===== src/rtl/core/znve_pkg.sv =====
// Package for the natural varint encoder: command type passed from the
// front end to the back end, phase type of the back end, and constants.
// No dependencies.
package znve_pkg;

  localparam int unsigned GROUP_BITS  = 7;
  localparam int unsigned PEND_BITS   = 6;
  localparam int unsigned CNT_BITS    = 3;
  localparam int unsigned ACC_BITS    = 14;
  localparam int unsigned QUEUE_DEPTH = 2;
  localparam int unsigned QPTR_BITS   = $clog2(QUEUE_DEPTH);
  localparam int unsigned QCNT_BITS   = $clog2(QUEUE_DEPTH + 1);

  localparam logic [CNT_BITS-1:0] MAX_PEND_CNT = 3'd6;
  localparam logic [3:0]          BYTE_BITS    = 4'd8;
  localparam logic [3:0]          GROUP_LEN    = 4'd7;
  localparam logic [3:0]          TWO_GROUPS   = 4'd14;
  localparam logic                MORE_FLAG    = 1'b1;

  // One request as classified by the front end: one or two code bytes.
  typedef struct packed {
    logic [7:0] code0;
    logic       last0;
    logic       has2;
    logic [7:0] code1;
    logic       last1;
  } cmd_t;

  typedef enum logic {
    PH_FIRST,
    PH_SECOND
  } phase_t;

endpackage


===== src/rtl/core/znve_if.sv =====
// Valid/ready channel interfaces for the natural varint encoder:
// input byte channel and encoded byte channel. No dependencies.
interface znve_in_if;
  logic       valid;
  logic       ready;
  logic [7:0] data_byte;
  logic       final_byte;

  modport source (output valid, output data_byte, output final_byte, input ready);
  modport sink   (input valid, input data_byte, input final_byte, output ready);
endinterface

interface znve_out_if;
  logic       valid;
  logic       ready;
  logic [7:0] code_byte;
  logic       end_of_code;

  modport source (output valid, output code_byte, output end_of_code, input ready);
  modport sink   (input valid, input code_byte, input end_of_code, output ready);
endinterface


===== src/rtl/core/zarith_natural_varint_encoder.sv =====
// Top level of the natural (unsigned LEB128) varint encoder: front end,
// command queue and back end. Uses znve_pkg, znve_if and the three submodules.
//
//   channel   direction  handshake          payload
//   in_chan   sink       valid / ready      data_byte[7:0], final_byte
//   out_chan  source     valid / ready      code_byte[7:0], end_of_code
//
// Each input byte yields one or two code bytes; the output register emits one
// code byte a cycle while the receiver is ready. The first code byte of a
// request passes through the queue and then the output register. The two-entry
// queue keeps input accepted while the output is stalled, until it is full.
// Synchronous reset clears the held bits, queue and output valid.
module zarith_natural_varint_encoder (
  input  logic        clk,
  input  logic        rst_n,
  znve_in_if.sink     in_chan,
  znve_out_if.source  out_chan
);

  logic           q_full;
  logic           q_not_empty;
  logic           push;
  logic           pop;
  znve_pkg::cmd_t push_cmd;
  znve_pkg::cmd_t head;

  znve_front u_front (
    .clk      (clk),
    .rst_n    (rst_n),
    .in_chan  (in_chan),
    .q_full   (q_full),
    .push     (push),
    .push_cmd (push_cmd)
  );

  znve_queue u_queue (
    .clk       (clk),
    .rst_n     (rst_n),
    .push      (push),
    .push_cmd  (push_cmd),
    .pop       (pop),
    .full      (q_full),
    .not_empty (q_not_empty),
    .head      (head)
  );

  znve_back u_back (
    .clk         (clk),
    .rst_n       (rst_n),
    .q_not_empty (q_not_empty),
    .head        (head),
    .pop         (pop),
    .out_chan    (out_chan)
  );

endmodule


===== src/rtl/core/znve_front.sv =====
// Front end: accepts input bytes, merges them with the held bits and
// classifies each request into one or two code bytes. Uses znve_pkg, znve_if.
module znve_front (
  input  logic                clk,
  input  logic                rst_n,
  znve_in_if.sink             in_chan,
  input  logic                q_full,
  output logic                push,
  output znve_pkg::cmd_t      push_cmd
);

  logic [znve_pkg::PEND_BITS-1:0] pend_r, pend_nxt;
  logic [znve_pkg::CNT_BITS-1:0]  cnt_r, cnt_nxt;
  logic [znve_pkg::CNT_BITS-1:0]  cnt_eff;
  logic [znve_pkg::ACC_BITS-1:0]  acc;
  logic [3:0]                     total;
  logic                           upper_nz;

  assign in_chan.ready = !q_full;
  assign push          = in_chan.valid && !q_full;

  always_comb begin
    cnt_eff  = (cnt_r > znve_pkg::MAX_PEND_CNT) ? znve_pkg::MAX_PEND_CNT : cnt_r;
    acc      = (znve_pkg::ACC_BITS'(in_chan.data_byte) << cnt_eff)
             | znve_pkg::ACC_BITS'(pend_r);
    total    = 4'(cnt_eff) + znve_pkg::BYTE_BITS;
    upper_nz = (acc[13:7] != 7'd0);

    pend_nxt = pend_r;
    cnt_nxt  = cnt_r;

    if (in_chan.final_byte) begin
      // Flush: a second group only when bits remain above the first one.
      push_cmd.code0 = {upper_nz, acc[6:0]};
      push_cmd.last0 = !upper_nz;
      push_cmd.has2  = upper_nz;
      push_cmd.code1 = {1'b0, acc[13:7]};
      push_cmd.last1 = 1'b1;
      if (push) begin
        pend_nxt = '0;
        cnt_nxt  = '0;
      end
    end else begin
      push_cmd.code0 = {znve_pkg::MORE_FLAG, acc[6:0]};
      push_cmd.last0 = 1'b0;
      push_cmd.has2  = (total == znve_pkg::TWO_GROUPS);
      push_cmd.code1 = {znve_pkg::MORE_FLAG, acc[13:7]};
      push_cmd.last1 = 1'b0;
      if (push) begin
        if (total == znve_pkg::TWO_GROUPS) begin
          pend_nxt = '0;
          cnt_nxt  = '0;
        end else begin
          pend_nxt = acc[12:7];
          cnt_nxt  = 3'(total - znve_pkg::GROUP_LEN);
        end
      end
    end
  end

  always_ff @(posedge clk) begin
    if (!rst_n) begin
      pend_r <= '0;
      cnt_r  <= '0;
    end else begin
      pend_r <= pend_nxt;
      cnt_r  <= cnt_nxt;
    end
  end

endmodule


===== src/rtl/core/znve_queue.sv =====
// Two-entry command queue between the front and back ends of the
// natural varint encoder. Uses znve_pkg.
module znve_queue (
  input  logic           clk,
  input  logic           rst_n,
  input  logic           push,
  input  znve_pkg::cmd_t push_cmd,
  input  logic           pop,
  output logic           full,
  output logic           not_empty,
  output znve_pkg::cmd_t head
);

  znve_pkg::cmd_t                   mem_r [znve_pkg::QUEUE_DEPTH];
  logic [znve_pkg::QPTR_BITS-1:0]   wr_ptr_r, wr_ptr_nxt;
  logic [znve_pkg::QPTR_BITS-1:0]   rd_ptr_r, rd_ptr_nxt;
  logic [znve_pkg::QCNT_BITS-1:0]   cnt_r, cnt_nxt;

  assign full      = (cnt_r == znve_pkg::QCNT_BITS'(znve_pkg::QUEUE_DEPTH));
  assign not_empty = (cnt_r != '0);
  assign head      = mem_r[rd_ptr_r];

  always_comb begin
    wr_ptr_nxt = wr_ptr_r;
    rd_ptr_nxt = rd_ptr_r;
    cnt_nxt    = cnt_r;
    if (push) begin
      wr_ptr_nxt = (wr_ptr_r == znve_pkg::QPTR_BITS'(znve_pkg::QUEUE_DEPTH - 1))
                 ? '0 : wr_ptr_r + 1'b1;
    end
    if (pop) begin
      rd_ptr_nxt = (rd_ptr_r == znve_pkg::QPTR_BITS'(znve_pkg::QUEUE_DEPTH - 1))
                 ? '0 : rd_ptr_r + 1'b1;
    end
    if (push && !pop) begin
      cnt_nxt = cnt_r + 1'b1;
    end else if (pop && !push) begin
      cnt_nxt = cnt_r - 1'b1;
    end
  end

  always_ff @(posedge clk) begin
    if (push) begin
      mem_r[wr_ptr_r] <= push_cmd;
    end
  end

  always_ff @(posedge clk) begin
    if (!rst_n) begin
      wr_ptr_r <= '0;
      rd_ptr_r <= '0;
      cnt_r    <= '0;
    end else begin
      wr_ptr_r <= wr_ptr_nxt;
      rd_ptr_r <= rd_ptr_nxt;
      cnt_r    <= cnt_nxt;
    end
  end

endmodule


===== src/rtl/core/znve_back.sv =====
// Back end: walks the code bytes of the head command and drives them
// through the output register. Uses znve_pkg, znve_if.
module znve_back (
  input  logic           clk,
  input  logic           rst_n,
  input  logic           q_not_empty,
  input  znve_pkg::cmd_t head,
  output logic           pop,
  znve_out_if.source     out_chan
);

  znve_pkg::phase_t phase_r, phase_nxt;
  logic             valid_r, valid_nxt;
  logic [7:0]       code_r, code_nxt;
  logic             end_r, end_nxt;
  logic             load;

  // The output register loads from a non-empty queue when empty or drained.
  assign load = q_not_empty && (!valid_r || out_chan.ready);

  // Next phase.
  always_comb begin
    phase_nxt = phase_r;
    case (phase_r)
      znve_pkg::PH_FIRST: begin
        if (load && head.has2) phase_nxt = znve_pkg::PH_SECOND;
      end
      znve_pkg::PH_SECOND: begin
        if (load) phase_nxt = znve_pkg::PH_FIRST;
      end
      default: phase_nxt = znve_pkg::PH_FIRST;
    endcase
  end

  // Outputs of the sequencer.
  always_comb begin
    pop       = 1'b0;
    valid_nxt = valid_r && !out_chan.ready;
    code_nxt  = code_r;
    end_nxt   = end_r;
    case (phase_r)
      znve_pkg::PH_FIRST: begin
        if (load) begin
          pop       = !head.has2;
          valid_nxt = 1'b1;
          code_nxt  = head.code0;
          end_nxt   = head.last0;
        end
      end
      znve_pkg::PH_SECOND: begin
        if (load) begin
          pop       = 1'b1;
          valid_nxt = 1'b1;
          code_nxt  = head.code1;
          end_nxt   = head.last1;
        end
      end
      default: pop = 1'b0;
    endcase
  end

  always_ff @(posedge clk) begin
    if (!rst_n) begin
      phase_r <= znve_pkg::PH_FIRST;
      valid_r <= 1'b0;
    end else begin
      phase_r <= phase_nxt;
      valid_r <= valid_nxt;
    end
  end

  always_ff @(posedge clk) begin
    code_r <= code_nxt;
    end_r  <= end_nxt;
  end

  assign out_chan.valid       = valid_r;
  assign out_chan.code_byte   = code_r;
  assign out_chan.end_of_code = end_r;

endmodule


===== src/flat_wrapper.sv =====
// flat-port wrapper written by rule: the top's interface ports become plain ports
module zarith_natural_varint_encoder_flat 
  (clk, rst_n, in_chan_valid, in_chan_data_byte, in_chan_final_byte, in_chan_ready, out_chan_valid, out_chan_code_byte, out_chan_end_of_code, out_chan_ready);
  znve_in_if in_chan_i ();
  znve_out_if out_chan_i ();
  input  logic clk;
  input  logic rst_n;
  input wire logic [$bits(in_chan_i.valid)-1:0] in_chan_valid;
  input wire logic [$bits(in_chan_i.data_byte)-1:0] in_chan_data_byte;
  input wire logic [$bits(in_chan_i.final_byte)-1:0] in_chan_final_byte;
  output wire logic [$bits(in_chan_i.ready)-1:0] in_chan_ready;
  output wire logic [$bits(out_chan_i.valid)-1:0] out_chan_valid;
  output wire logic [$bits(out_chan_i.code_byte)-1:0] out_chan_code_byte;
  output wire logic [$bits(out_chan_i.end_of_code)-1:0] out_chan_end_of_code;
  input wire logic [$bits(out_chan_i.ready)-1:0] out_chan_ready;
  assign in_chan_i.valid = in_chan_valid;
  assign in_chan_i.data_byte = in_chan_data_byte;
  assign in_chan_i.final_byte = in_chan_final_byte;
  assign in_chan_ready = in_chan_i.ready;
  assign out_chan_valid = out_chan_i.valid;
  assign out_chan_code_byte = out_chan_i.code_byte;
  assign out_chan_end_of_code = out_chan_i.end_of_code;
  assign out_chan_i.ready = out_chan_ready;
  zarith_natural_varint_encoder u_core (.clk(clk), .rst_n(rst_n), .in_chan(in_chan_i), .out_chan(out_chan_i));
endmodule

===== config.mk =====
export PLATFORM = sky130hd
export DESIGN_NAME = zarith_natural_varint_encoder_flat
export DESIGN_NICKNAME = d
export VERILOG_FILES = /design/src/rtl/core/znve_pkg.sv /design/src/rtl/core/znve_if.sv /design/src/rtl/core/zarith_natural_varint_encoder.sv /design/src/rtl/core/znve_front.sv /design/src/rtl/core/znve_queue.sv /design/src/rtl/core/znve_back.sv /design/src/flat_wrapper.sv
export SDC_FILE = /design/constraint.sdc
export NUM_CORES = 1
export LEC_CHECK = 0
export ABC_AREA = 0
export BUFFER_PORTS_ARGS = -buffer_cell sky130_fd_sc_hd__buf_2
export CAP_MARGIN = 15
export CELL_PAD_IN_SITES_DETAIL_PLACEMENT = 1
export CELL_PAD_IN_SITES_GLOBAL_PLACEMENT = 1
export CORE_MARGIN = 3
export CORE_UTILIZATION = 51
export CTS_BUF_LIST = sky130_fd_sc_hd__clkbuf_4
export DETAILED_ROUTE_END_ITERATION = 7
export PLACE_DENSITY = 0.87
export REMOVE_ABC_BUFFERS = 1
export SETUP_SLACK_MARGIN = 0.1
export SLEW_MARGIN = 20
export SYNTH_ARGS = -nofsm -noshare
export SYNTH_HDL_FRONTEND = slang
export SYNTH_SLANG_ARGS = --single-unit

===== constraint.sdc =====
create_clock -name clk -period 2.3 [get_ports clk]
set_input_delay 0.345 -clock clk [delete_from_list [all_inputs] [get_ports clk]]
set_output_delay 0.345 -clock clk [all_outputs]
set_load 0.01 [all_outputs]

# [Word level (Yosys, flattened, before mapping)]
# Memories as Yosys holds them, arrays and structs flattened. A register that Yosys moved wholly into a read port is not among the register bits.
# Index checks and enable logic that the tools add are counted.
[classes] addsub=6 order_cmp=1 n_eq_ne=4 shifts=1 n_mux=31 n_bitwise=2 n_reduce_logical=18
[op_table] operator="$mux W6" n=4
[op_table] operator="$mux W19" n=1
[op_table] operator="$mux W8" n=2
[op_table] operator="$pmux W8 S2" n=1
[op_table] operator="$mux W3" n=5
[op_table] operator="$or A14 B6 Y14" n=1
[op_table] operator="$shl A8 B3 Y14" n=1
[op_table] operator="$mux W1" n=13
[op_table] operator="$logic_not A1 Y1" n=7
[op_table] operator="$reduce_bool A7 Y1" n=1
[op_table] operator="$logic_and A1 B1 Y1" n=6
[op_table] operator="$pmux W1 S2" n=3
[op_table] operator="$add A3 B4 Y4 const B" n=1
[op_table] operator="$eq A4 B4 Y1 const B" n=1
[op_table] operator="$mux W2" n=2
[op_table] operator="$reduce_bool A2 Y1" n=2
[op_table] operator="$gt A3 B3 Y1 const B" n=1
[op_table] operator="$sub A3 B3 Y3 const B" n=1
[op_table] operator="$add A1 B1 Y1 const B" n=2
[op_table] operator="$add A2 B1 Y2 const B" n=1
[op_table] operator="$eq A2 B2 Y1 const B" n=1
[op_table] operator="$ne A2 B1 Y1 const B" n=1
[op_table] operator="$ne A2 B2 Y1 const B" n=1
[op_table] operator="$reduce_and A2 Y1" n=1
[op_table] operator="other kinds (3)" n=3
[word_totals] ff_bits=24 mem_bits_rw=38 out_inout_bits=11 memories=1
[mem_list] name="u_core.u_queue.mem_r" words=2 word_bits=19 rd=1 rd_ports_with_merged_regs=1 wr=1 line="znve_queue.sv:14" source="znve_pkg::cmd_t mem_r [znve_pkg::QUEUE_DEPTH];"

# [Longest topological paths before layout]
# Gate-level depths: netlist (run 1).
[logic_depth] depth_word=8 ltp_mapped=7

# [Modules after synthesis]
# From an unflattened synthesis (run 1), not the netlist that was laid out.
[unflattened] hier_cells=232 hier_area_um2=3016.6
[by_module_without_submodules] module="znve_queue" instances=1 cells_per_inst=81 area_per_inst_um2=1592.8 seq_area_each_um2=1241.2
[by_module_without_submodules] module="znve_front" instances=1 cells_per_inst=120 area_per_inst_um2=912.1 seq_area_each_um2=180.2
[by_module_without_submodules] module="znve_back" instances=1 cells_per_inst=31 area_per_inst_um2=511.7 seq_area_each_um2=310.3

# [Least setup slack after synthesis (run 1)]
# OpenSTA, ideal clock, no wires.
[synth_timing] path_type="register to register" from="register u_core.u_queue.cnt_r[0] in the netlist's numbering" to="memory u_core.u_queue.mem_r[0][0] in the netlist's numbering (enable)" setup_time_ps=395 t_arrival_ps=1684 required_ps=1905 setup_slack_ps=222 path_stages_with_launch=4 n_path_buf=0 period_less_slack_ps=2078 cell_sequence="dfxtp_1 -> nand2b_1 -> nand2_1 -> nor2_1"
[synth_between] elab_chain_len=5
[synth_lines] element="start, declared" line="znve_queue.sv:17" source="logic [znve_pkg::QCNT_BITS-1:0] cnt_r, cnt_nxt;"
[synth_lines] element="start signal, assigned" line="znve_queue.sv:56" source="cnt_r <= cnt_nxt;"
[synth_lines] element="$eq A2 B2 Y1" line="znve_queue.sv:19" source="assign full = (cnt_r == znve_pkg::QCNT_BITS'(znve_pkg::QUEUE_DEPTH));"
[synth_lines] element="$logic_not A1 Y1"
[synth_lines] element="net in_chan_ready" line="flat_wrapper.sv:11" source="output wire logic [$bits(in_chan_i.ready)-1:0] in_chan_ready;"
[synth_lines] element="$logic_and A1 B1 Y1" line="znve_front.sv:20" source="assign push = in_chan.valid && !q_full;"
[synth_lines] element="$mux W1" line="znve_queue.sv:43" source="if (push) begin"
[synth_lines] element="$mux W1 (not written as such)" line="znve_queue.sv:44" source="mem_r[wr_ptr_r] <= push_cmd;"
[synth_lines] element="end, declared" line="znve_queue.sv:14"
# The timed path passes the listed nets, and every way through them passes these cells.

==> results_dict.tcl, run 1 <==
set metrics [dict create \
    status "finished, final reports clean" \
    p_leak_nw 1.16 \
    final_nets 258 \
    fin_tns_setup_ns 0 \
    port_buffers 23 \
    worst_skew_pair.late_latency_ns 0.41 \
    arrival_ns 2.24 \
    core_sq_mm 0.00524 \
    synth_edf_count 47 \
    initial_core_util_pct 54.3 \
    synth_top_area_cell "edfxtp_1" \
    grt_pass1_wl_microns 11000 \
    skew_ns 0.0151 \
    die-area_sq_mm 0.00651 \
    synth_ff_type "edfxtp_1" \
    viasPerCell 6.03 \
    setup_violations 0 \
    yosys_warnings 0 \
    io-pin-count 24 \
    cts_made_buffers 9 \
    worst_pin_slew_ns 0.776 \
    numClockSinks 63 \
    ys_seq_area_share_pct 60.9 \
    syn_to_final_growth_pct 14.2 \
    drive_gt1_share_pct 30.5 \
    gp_congestion 0.892 \
    ys_async_sr_fraction_pct 0 \
    grt_usage_pct 23.8 \
    cts_setup_buffers 0 \
    route.detailed.drc 0 \
    ir_drop_mv 0.464 \
    firstDrtPassIters 4 \
    routedWlPerCell_microns 21.6 \
    antenna_cells 0 \
    h-tree-depth 3 \
    fill_cells 523 \
    drv_cap 0 \
    end_kind "register" \
    critPathKind "reg -> reg" \
    synth_area_leaders "edfxtp_1, dfxtp_1, mux4_2" \
    post-route-min-period_ns 2.10 \
    syn_area_per_cell_sq_um 13.7 \
    relSlewSlack_pct 47.9 \
    power_w 0.00333 \
    final_antenna_net_count 0 \
    routed_wl_microns 6880 \
    cp_max_fo 8 \
    rows 26 \
    grt_pass1_vias 1928 \
    antenna_found_initial 0 \
    die_x_microns 80.7 \
    syn-instance-count 207 \
    hold_viol 0 \
    cp-start-kind "register" \
    slew_viol_final 0 \
    die_h_microns 80.7 \
    hold_path.class "in -> reg" \
    clockBufferDepth 2 \
    grt_max_degree 20 \
    rsz0062_at_grt "no" \
    dp_hpwl_microns 5170 \
    grt_overflow 0 \
    fmax_ghz 0.476 \
    synth_top_cell_area_share_pct 49.6 \
    synth_cell_type_count 50 \
    vias 1923 \
    cts_root_buf "clkbuf_4" \
    clkTransAtPathRegs_ns 0.12 \
    yosysMostFrequentCell "edfxtp_1" \
    synthTopCellsByCount "edfxtp_1, dfxtp_1, mux4_2" \
    synth_area_sq_mm 0.00285 \
    cts_tree "built" \
    final.period_utilization_pct 91.4 \
    required_ns 2.44 \
    p_per_area_mw_per_mm2 1030 \
    ys_ff_latch 63 \
    drtIter0Drc 148 \
]
stage by stage:
step                      hold WS, ns  util, %  area (sq um)  setup slack (ns)  instances
after global routing            0.194     62.0          3250             0.118        319
after global placement          0.452     59.2          3100             0.250        303
after CTS                       0.200     61.8          3240             0.163        319
final                           0.220     62.0          3250             0.199        319
after detailed placement        0.489     59.2          3100             0.107        303
after floorplan                 0.440        -          2790           -0.0982        195
worst paths after layout:
path	from	end	slack [ns]	cells past startpoint
hold / removal	in_chan_final_byte	u_core.u_queue.mem_r[1][0]	0.22	1
setup / recovery	u_core.u_front.cnt_r[0]	u_core.u_queue.mem_r[1][18]	0.20	5
hold reg to reg	u_core.u_front.pend_r[3]	u_core.u_front.pend_r[3]	0.52	2
setup reg to reg	u_core.u_front.cnt_r[0]	u_core.u_queue.mem_r[1][18]	0.20	5
cells by family after synthesis:
group	count (synthesis)	synth area share (%)
buffers and inverters	17	2.73
and+or+nand+nor	53	10.6
xor gates and xnor gates	4	1.23
AOI/OAI and AO/OA	48	11.7
muxes	21	12.4
DFF	63	60.9
adders and majority gates	1	0.440
critical path, cell delays in order, from the launching register on:
cell and delay, ns:
dfxtp_2 0.37, buf_4 0.18, nor2_2 0.19, o21ai_0 0.14, or4_4 0.51, or4_1 0.44
timing repair:
action | 4_1_cts | 5_1_grt
hold buffers | 0 | 0
hold endpoints to repair | 0 | 0
setup endpoints to repair | 1 | 4
resized for setup | 1 | 5
state kept, by name, summed over array words and instances (netlist names), named ones only:
signal,cells
u_core.u_queue.mem_r,38
u_core.u_back.out_chan.code_byte,8
u_core.u_queue.rd_ptr_r,1
u_core.u_front.pend_r,6
u_core.u_queue.wr_ptr_r,1
u_core.u_back.out_chan.end_of_code,1
u_core.u_back.phase_r,1
u_core.u_front.cnt_r,3
u_core.u_queue.cnt_r,2
u_core.u_back.out_chan.valid,1
power by group:
group          internal [W]  switching, W
logic              0.000440      0.000502
registers           0.00155      0.000110
clock network      0.000322      0.000405
metal layers:
layer | vias to the layer above | track usage (%) | wire, microns
li1 | 880 | - | -
met1 | 963 | 30.2 | 2880
met2 | 63 | 39.4 | 3490
met3 | 17 | 5.72 | 315
met4 | 0 | 8.61 | 199
met5 | - | 0 | 0
final cells by class:
type	count	area, sq um	area share, %
flip-flops and latches	63	1730	53.4
multi-input cells	127	1050	32.3
repair buffers	38	228	7.01
well taps	70	87.6	2.70
clock buffers	9	67.6	2.08
clock inverters	7	63.8	1.96
inverters	5	18.8	0.578
cells in the final DEF (no fill, tap or decap), types with 3 or more instances in the layout:
cell	instances
a21boi_0	6
a21oi_1	10
a31oi_1	4
and2_1	9
and3_1	3
buf_2	23
buf_4	15
clkbuf_4	9
clkinv_2	3
dfxtp_1	14
edfxtp_1	47
inv_1	4
mux2_2	4
mux2i_1	5
mux4_2	11
nand2_1	8
nand2b_1	3
nand3_1	4
nor2_1	7
nor2b_1	6
o21a_1	4
o21ai_0	5
xnor2_1	3
Note: power is estimated with default switching activity, not from simulation.
==> inputs of run 2 (changes only) <==
SYNTH_HIERARCHICAL = 1   (was unset)
==> results_dict.tcl, run 2 <==
set metrics [dict create \
    worst_pin_slew_ns 0.509 \
    grt_pass1_wl_microns 11000 \
    whs_ns 0.231 \
    routedWlPerCell_microns 19.6 \
    vias 1979 \
    ys_ff_latch 63 \
    synth_area_sq_mm 0.00302 \
    rsz0062_at_grt "no" \
    routed_wl_microns 6670 \
    hold_path.class "in -> reg" \
    r2r_slack_ns 0.17 \
    end_kind "register" \
    io-pin-count 24 \
    synth_cell_type_count 54 \
    synth_fa_ha_area_share_pct 0.415 \
    sw_frac_of_total_pct 30.2 \
    antenna_cells 0 \
    power_w 0.00345 \
    final.period_utilization_pct 92.6 \
    status "finished, final reports clean" \
    largest_reg_flops 38 \
    top_register "u_core/u_queue/mem_r" \
    rows 27 \
    synthSimpleGateAreaFrac_pct 11.4 \
    yosysMostFrequentCell "edfxtp_1" \
    fin_tns_setup_ns 0 \
    r2r_end "u_core/u_queue/mem_r[1][18]" \
    firstDrtPassIters 7 \
    drive_gt1_share_pct 35.7 \
    final_nets 278 \
    synth_area_leaders "edfxtp_1, dfxtp_1, mux2_2" \
    ir_drop_mv 0.567 \
    post-route-min-period_ns 2.13 \
    grt_pass1_vias 2063 \
    die-area_sq_mm 0.00687 \
    ctsHoldBuffers 0 \
    clkTransAtPathRegs_ns 0.11 \
    ys_async_sr_fraction_pct 0 \
    synth_compound_area_share_pct 10.4 \
    synth_ff_type "edfxtp_1" \
    cts_tree "built" \
    relSlewSlack_pct 66.0 \
    final_cells 341 \
    synth_top_area_cell "edfxtp_1" \
    skew_ns 0.00995 \
    synth_edf_count 47 \
    synth_top_family_by_area "multiplexers" \
    final_antenna_net_count 0 \
    die_x_microns 82.9 \
    gp_congestion 0.883 \
    port_buffers 23 \
    viasPerCell 5.80 \
    p_sw_w 0.00104 \
    initial_core_util_pct 53.8 \
    syn-instance-count 232 \
    seq_power_share_pct 46.0 \
    fmax_ghz 0.470 \
    critPathKind "reg -> reg" \
    yosys_warnings 6 \
    drtIter0Drc 134 \
    synth.area.mux_share_pct 15.9 \
    cts_setup_buffers 0 \
    core_sq_mm 0.00561 \
    p_leak_nw 1.31 \
    final_cell_mix "edfxtp_1, mux2_2, buf_2" \
    cts_root_buf "clkbuf_4" \
    synthTopCellsByCount "edfxtp_1, mux2_2, nand2_1" \
    grt_max_degree 20 \
    clock_power_share_pct 21.7 \
    cts_made_buffers 9 \
    hold_depth 3 \
    worst_skew_pair.late_latency_ns 0.40 \
    fill_cells 587 \
    route.detailed.drc 0 \
    setup_violations 0 \
    dp.cells 325 \
    dp_hpwl_microns 4650 \
    die_h_microns 82.9 \
    combPwrFrac_pct 32.3 \
    p_per_area_mw_per_mm2 1020 \
    syn_to_final_growth_pct 12.4 \
    grt_overflow 0 \
    hold_viol 0 \
    p_int_w 0.00241 \
    synth_xor_area_share_pct 0.871 \
    synth_top_cell_area_share_pct 46.8 \
    antenna_found_initial 0 \
    min_to "u_core/u_back/out_chan.valid" \
    grt_usage_pct 20.5 \
    hp-start "out_chan_ready" \
    slew_viol_final 0 \
    reg2reg_depth 4 \
    arrival_ns 2.25 \
    required_ns 2.42 \
    numClockSinks 63 \
    final_common_cell "edfxtp_1" \
    cts-resized-gates 2 \
    clockBufferDepth 2 \
    drv_cap 0 \
    syn_area_per_cell_sq_um 13.0 \
    cp_max_fo 10 \
    cp-start-kind "register" \
    ys_seq_area_share_pct 57.4 \
    h-tree-depth 3 \
    rr_startpoint "u_core/u_front/cnt_r[0]" \
]
-- run 2: changes by cell type in the layout (fill, tap and decap cells not counted), moves of 3 or more --
cell | previous run | this run
a21o_1 | 2 | 5
a21oi_1 | 10 | 3
mux4_2 | 11 | 0
nand2_1 | 8 | 17
mux2_4 | 0 | 10
buf_4 | 15 | 9
and2_1 | 9 | 6
inv_1 | 4 | 7
a31oi_1 | 4 | 0
nor3_1 | 0 | 3
mux2_2 | 4 | 24
-- run 2: area by class of cell --
type / instances / area, sq um / area share (%)
Sequential cell: 63 / 1730 / 51.1
Multi-Input combinational cell: 148 / 1180 / 34.8
Timing Repair Buffer: 34 / 223 / 6.57
Tap cell: 72 / 90.1 / 2.66
Clock buffer: 10 / 75.1 / 2.21
Clock inverter: 6 / 61.3 / 1.81
Inverter: 8 / 30.0 / 0.885
-- run 2: logic make-up (layout without fill, tap and decap cells) --
kind of cell | after synthesis | in the layout
DFF | 63 | 63
xor gates and xnor gates | 3 | 3
muxes | 40 | 40
and+or+nand+nor | 62 | 62
adders and majority gates | 1 | 1
buffers and inverters | 21 | 58
AOI/OAI and AO/OA | 42 | 42
-- run 2: metrics by stage --
| step | cell area, sq um | setup slack [ns] | util, % |
|---|---|---|---|
| after floorplan | 2940 | -0.0289 | - |
| after global placement | 3250 | 0.176 | 58.0 |
| after detailed placement | 3250 | 0.107 | 58.0 |
| after CTS | 3390 | 0.201 | 60.5 |
| after global routing | 3390 | 0.134 | 60.5 |
| final | 3390 | 0.171 | 60.5 |
-- run 2: critical path: stages, from the launching register on --
cell and delay (ns):
dfxtp_2 0.48, mux2_4 0.33, o211a_1 0.23, or2_4 0.28, or4_1 0.55
-- run 2: worst max path at each step --
stage,startpoint,endpoint,slack [ns],cells after the start
after floorplan,u_core/u_front/cnt_r[0],u_core/u_queue/mem_r[0][18],-0.03,4
after global placement,u_core/u_front/cnt_r[0],u_core/u_queue/mem_r[0][18],0.18,4
after detailed placement,u_core/u_front/cnt_r[0],u_core/u_queue/mem_r[0][18],0.11,4
after CTS,u_core/u_front/cnt_r[0],u_core/u_queue/mem_r[1][18],0.20,4
after global routing,u_core/u_front/cnt_r[0],u_core/u_queue/mem_r[1][18],0.13,4
final,u_core/u_front/cnt_r[0],u_core/u_queue/mem_r[1][18],0.17,4
-- run 2: power by group through the flow --
stage	Clock [W]	Combinational [W]	Sequential, W
after floorplan	0	0.000651	0.00171
after detailed placement	0	0.00112	0.00162
after global routing	0.000820	0.00122	0.00162
after global placement	0	0.00107	0.00160
after CTS	0.000761	0.00113	0.00159
final	0.000749	0.00112	0.00159
-- run 2: per-layer routing --
layer | GRT usage [%] | part of all wire, %
met4 | 7.58 | 1.1
met3 | 5.06 | 3.9
met1 | 27.2 | 45
met2 | 32.7 | 50
met5 | 0 | 0
==> inputs of run 3 (changes only) <==
BUFFER_PORTS_ARGS = unset   (was -buffer_cell sky130_fd_sc_hd__buf_2)
CORE_UTILIZATION = 54   (was 51)
DONT_BUFFER_PORTS = 1   (was unset)
==> results_dict.tcl, run 3 (synthesized netlist as in run 2, its figures left out) <==
set metrics [dict create \
    worst-path-buf-inv 0 \
    routed_wl_microns 6410 \
    fin_ws_ns 0.203 \
    post-route-min-period_ns 2.10 \
    drive_gt1_share_pct 29.3 \
    die-area_sq_mm 0.00652 \
    end_kind "register" \
    critPathKind "reg -> reg" \
    setup_violations 0 \
    crit_start "u_core/u_front/cnt_r[0]" \
    fin_tns_setup_ns 0 \
    port_buffers 0 \
    viasPerCell 5.95 \
    antenna_found_initial 0 \
    clock_power_share_pct 25.3 \
    rsz0062_at_grt "no" \
    required_ns 2.45 \
    combPwrFrac_pct 27.5 \
    final_common_cell "edfxtp_1" \
    dp_hpwl_microns 4180 \
    arrival_ns 2.25 \
    grt_pass1_vias 1942 \
    syn_to_final_growth_pct 9.04 \
    largest_reg_flops 38 \
    grt_max_degree 21 \
    cp-start-kind "register" \
    final_nets 255 \
    clkTransAtPathRegs_ns 0.10 \
    relSlewSlack_pct 66.8 \
    status "finished, final reports clean" \
    max_stage_delay_ns 0.54 \
    gp_congestion 0.873 \
    core_sq_mm 0.00527 \
    place_ws_ns 0.147 \
    final_antenna_net_count 0 \
    antenna_cells 0 \
    vias 1880 \
    grt_usage_pct 22.1 \
    clockBufferDepth 2 \
    initial_core_util_pct 57.2 \
    p_int_w 0.00248 \
    worst_pin_slew_ns 0.494 \
    drtIter0Drc 140 \
    grt_overflow 0 \
    drv_cap 0 \
    top_register "u_core/u_queue/mem_r" \
    hold_path.class "in -> reg" \
    die_x_microns 80.7 \
    routedWlPerCell_microns 20.3 \
    cts_tree "built" \
    sw_frac_of_total_pct 28.6 \
    final.period_utilization_pct 91.2 \
    fmax_ghz 0.477 \
    place_area_sq_mm 0.00311 \
    cp_top_family "multiplexers" \
    grt_pass1_wl_microns 10300 \
    cp_max_fo 9 \
    final_cell_mix "edfxtp_1, mux2_2, nand2_1" \
    io-pin-count 24 \
    h-tree-depth 3 \
    skew_ns 0.0136 \
    rr_startpoint "u_core/u_front/cnt_r[0]" \
    final_cell_area_sq_mm 0.00329 \
    ir_drop_mv 0.889 \
    cts_made_buffers 9 \
    numClockSinks 63 \
    hold_viol 0 \
    p_per_area_mw_per_mm2 1060 \
    p_sw_w 0.000994 \
    cts_root_buf "clkbuf_4" \
    p_leak_nw 1.23 \
    seq_power_share_pct 47.1 \
    worst_skew_pair.late_latency_ns 0.42 \
    firstDrtPassIters 4 \
    rows 26 \
    die_h_microns 80.7 \
    route.detailed.drc 0 \
    slew_viol_final 0 \
    cp_cell_sequence "mux2_2, mux2i_1, a41oi_1, or4_1" \
    critPathSlowestCell "or4_1" \
    hp-start "rst_n" \
]
[run 3: cell types whose count changed in the layout (fill, tap and decap cells not counted)]
cell           delta
clkinv_4          -1
mux2i_1           +1
clkinv_2          -1
inv_2             -1
buf_2            -23
dlygate4sd3_1     +1
dfxtp_1           -1
bufinv_16         +1
buf_12            -1
mux2i_2           -1
clkbuf_4          +2
dfxtp_2           +1
[run 3: power by group through the flow]
stage                     combinational [W]  clock, W  sequential [W]
after detailed placement           0.000957         0         0.00167
after floorplan                    0.000651         0         0.00171
after CTS                          0.000965  0.000898         0.00164
after global placement             0.000913         0         0.00166
final                              0.000956  0.000880         0.00164
after global routing                0.00104  0.000951         0.00167
[run 3: worst register-to-register path, delay by kind of cell, from the launching register on]
kind / cells / cell delay, ns
multiplexers: 2 / 0.63
AND/OR/NAND/NOR: 1 / 0.54
flip-flops: 1 / 0.46
AO/OA/AOI/OAI: 1 / 0.22
[run 3: layer usage]
layer | track usage (%) | up-vias | wire [microns] | share of wire [%]
li1 | - | 880 | - | -
met1 | 29.7 | 938 | 2910 | 45
met2 | 32.3 | 52 | 3010 | 47
met3 | 7.76 | 10 | 340 | 5.3
met4 | 9.80 | 0 | 146 | 2.3
met5 | 0 | - | 0 | 0
[run 3: cell type report]
cell class / count / area [sq um]
Clock inverter: 4 / 70.1
Sequential cell: 63 / 1730
Fill cell: 527 / 1980
Inverter: 8 / 33.8
Multi-Input combinational cell: 148 / 1180
Tap cell: 70 / 87.6
Timing Repair Buffer: 11 / 97.6
Clock buffer: 12 / 90.1
[run 3: worst paths after layout]
kind | to | slack, ns | cells past startpoint
worst max-delay path | u_core/u_queue/mem_r[1][18] | 0.20 | 4
worst min-delay path | u_core/u_front/cnt_r[1] | 0.04 | 2
worst max register to register | u_core/u_queue/mem_r[1][18] | 0.20 | 4
worst min register to register | u_core/u_front/pend_r[3] | 0.47 | 2
[run 3: metrics by stage]
stage	util [%]	std cells	hold slack [ns]	total power (W)
after floorplan	-	219	0.443	0.00236
after global placement	59.1	299	0.446	0.00257
after detailed placement	59.1	299	0.445	0.00263
after CTS	62.3	316	0.0159	0.00351
after global routing	62.4	316	0.00315	0.00366
final	62.4	316	0.0406	0.00347
[run 3: what timing repair did]
item | CTS | global route
gates resized for setup | 0 | 3
endpoints found under the setup margin | 0 | 6
buffers inserted | 0 | 0
hold endpoints to repair | 2 | 0
hold buffers | 1 | 0
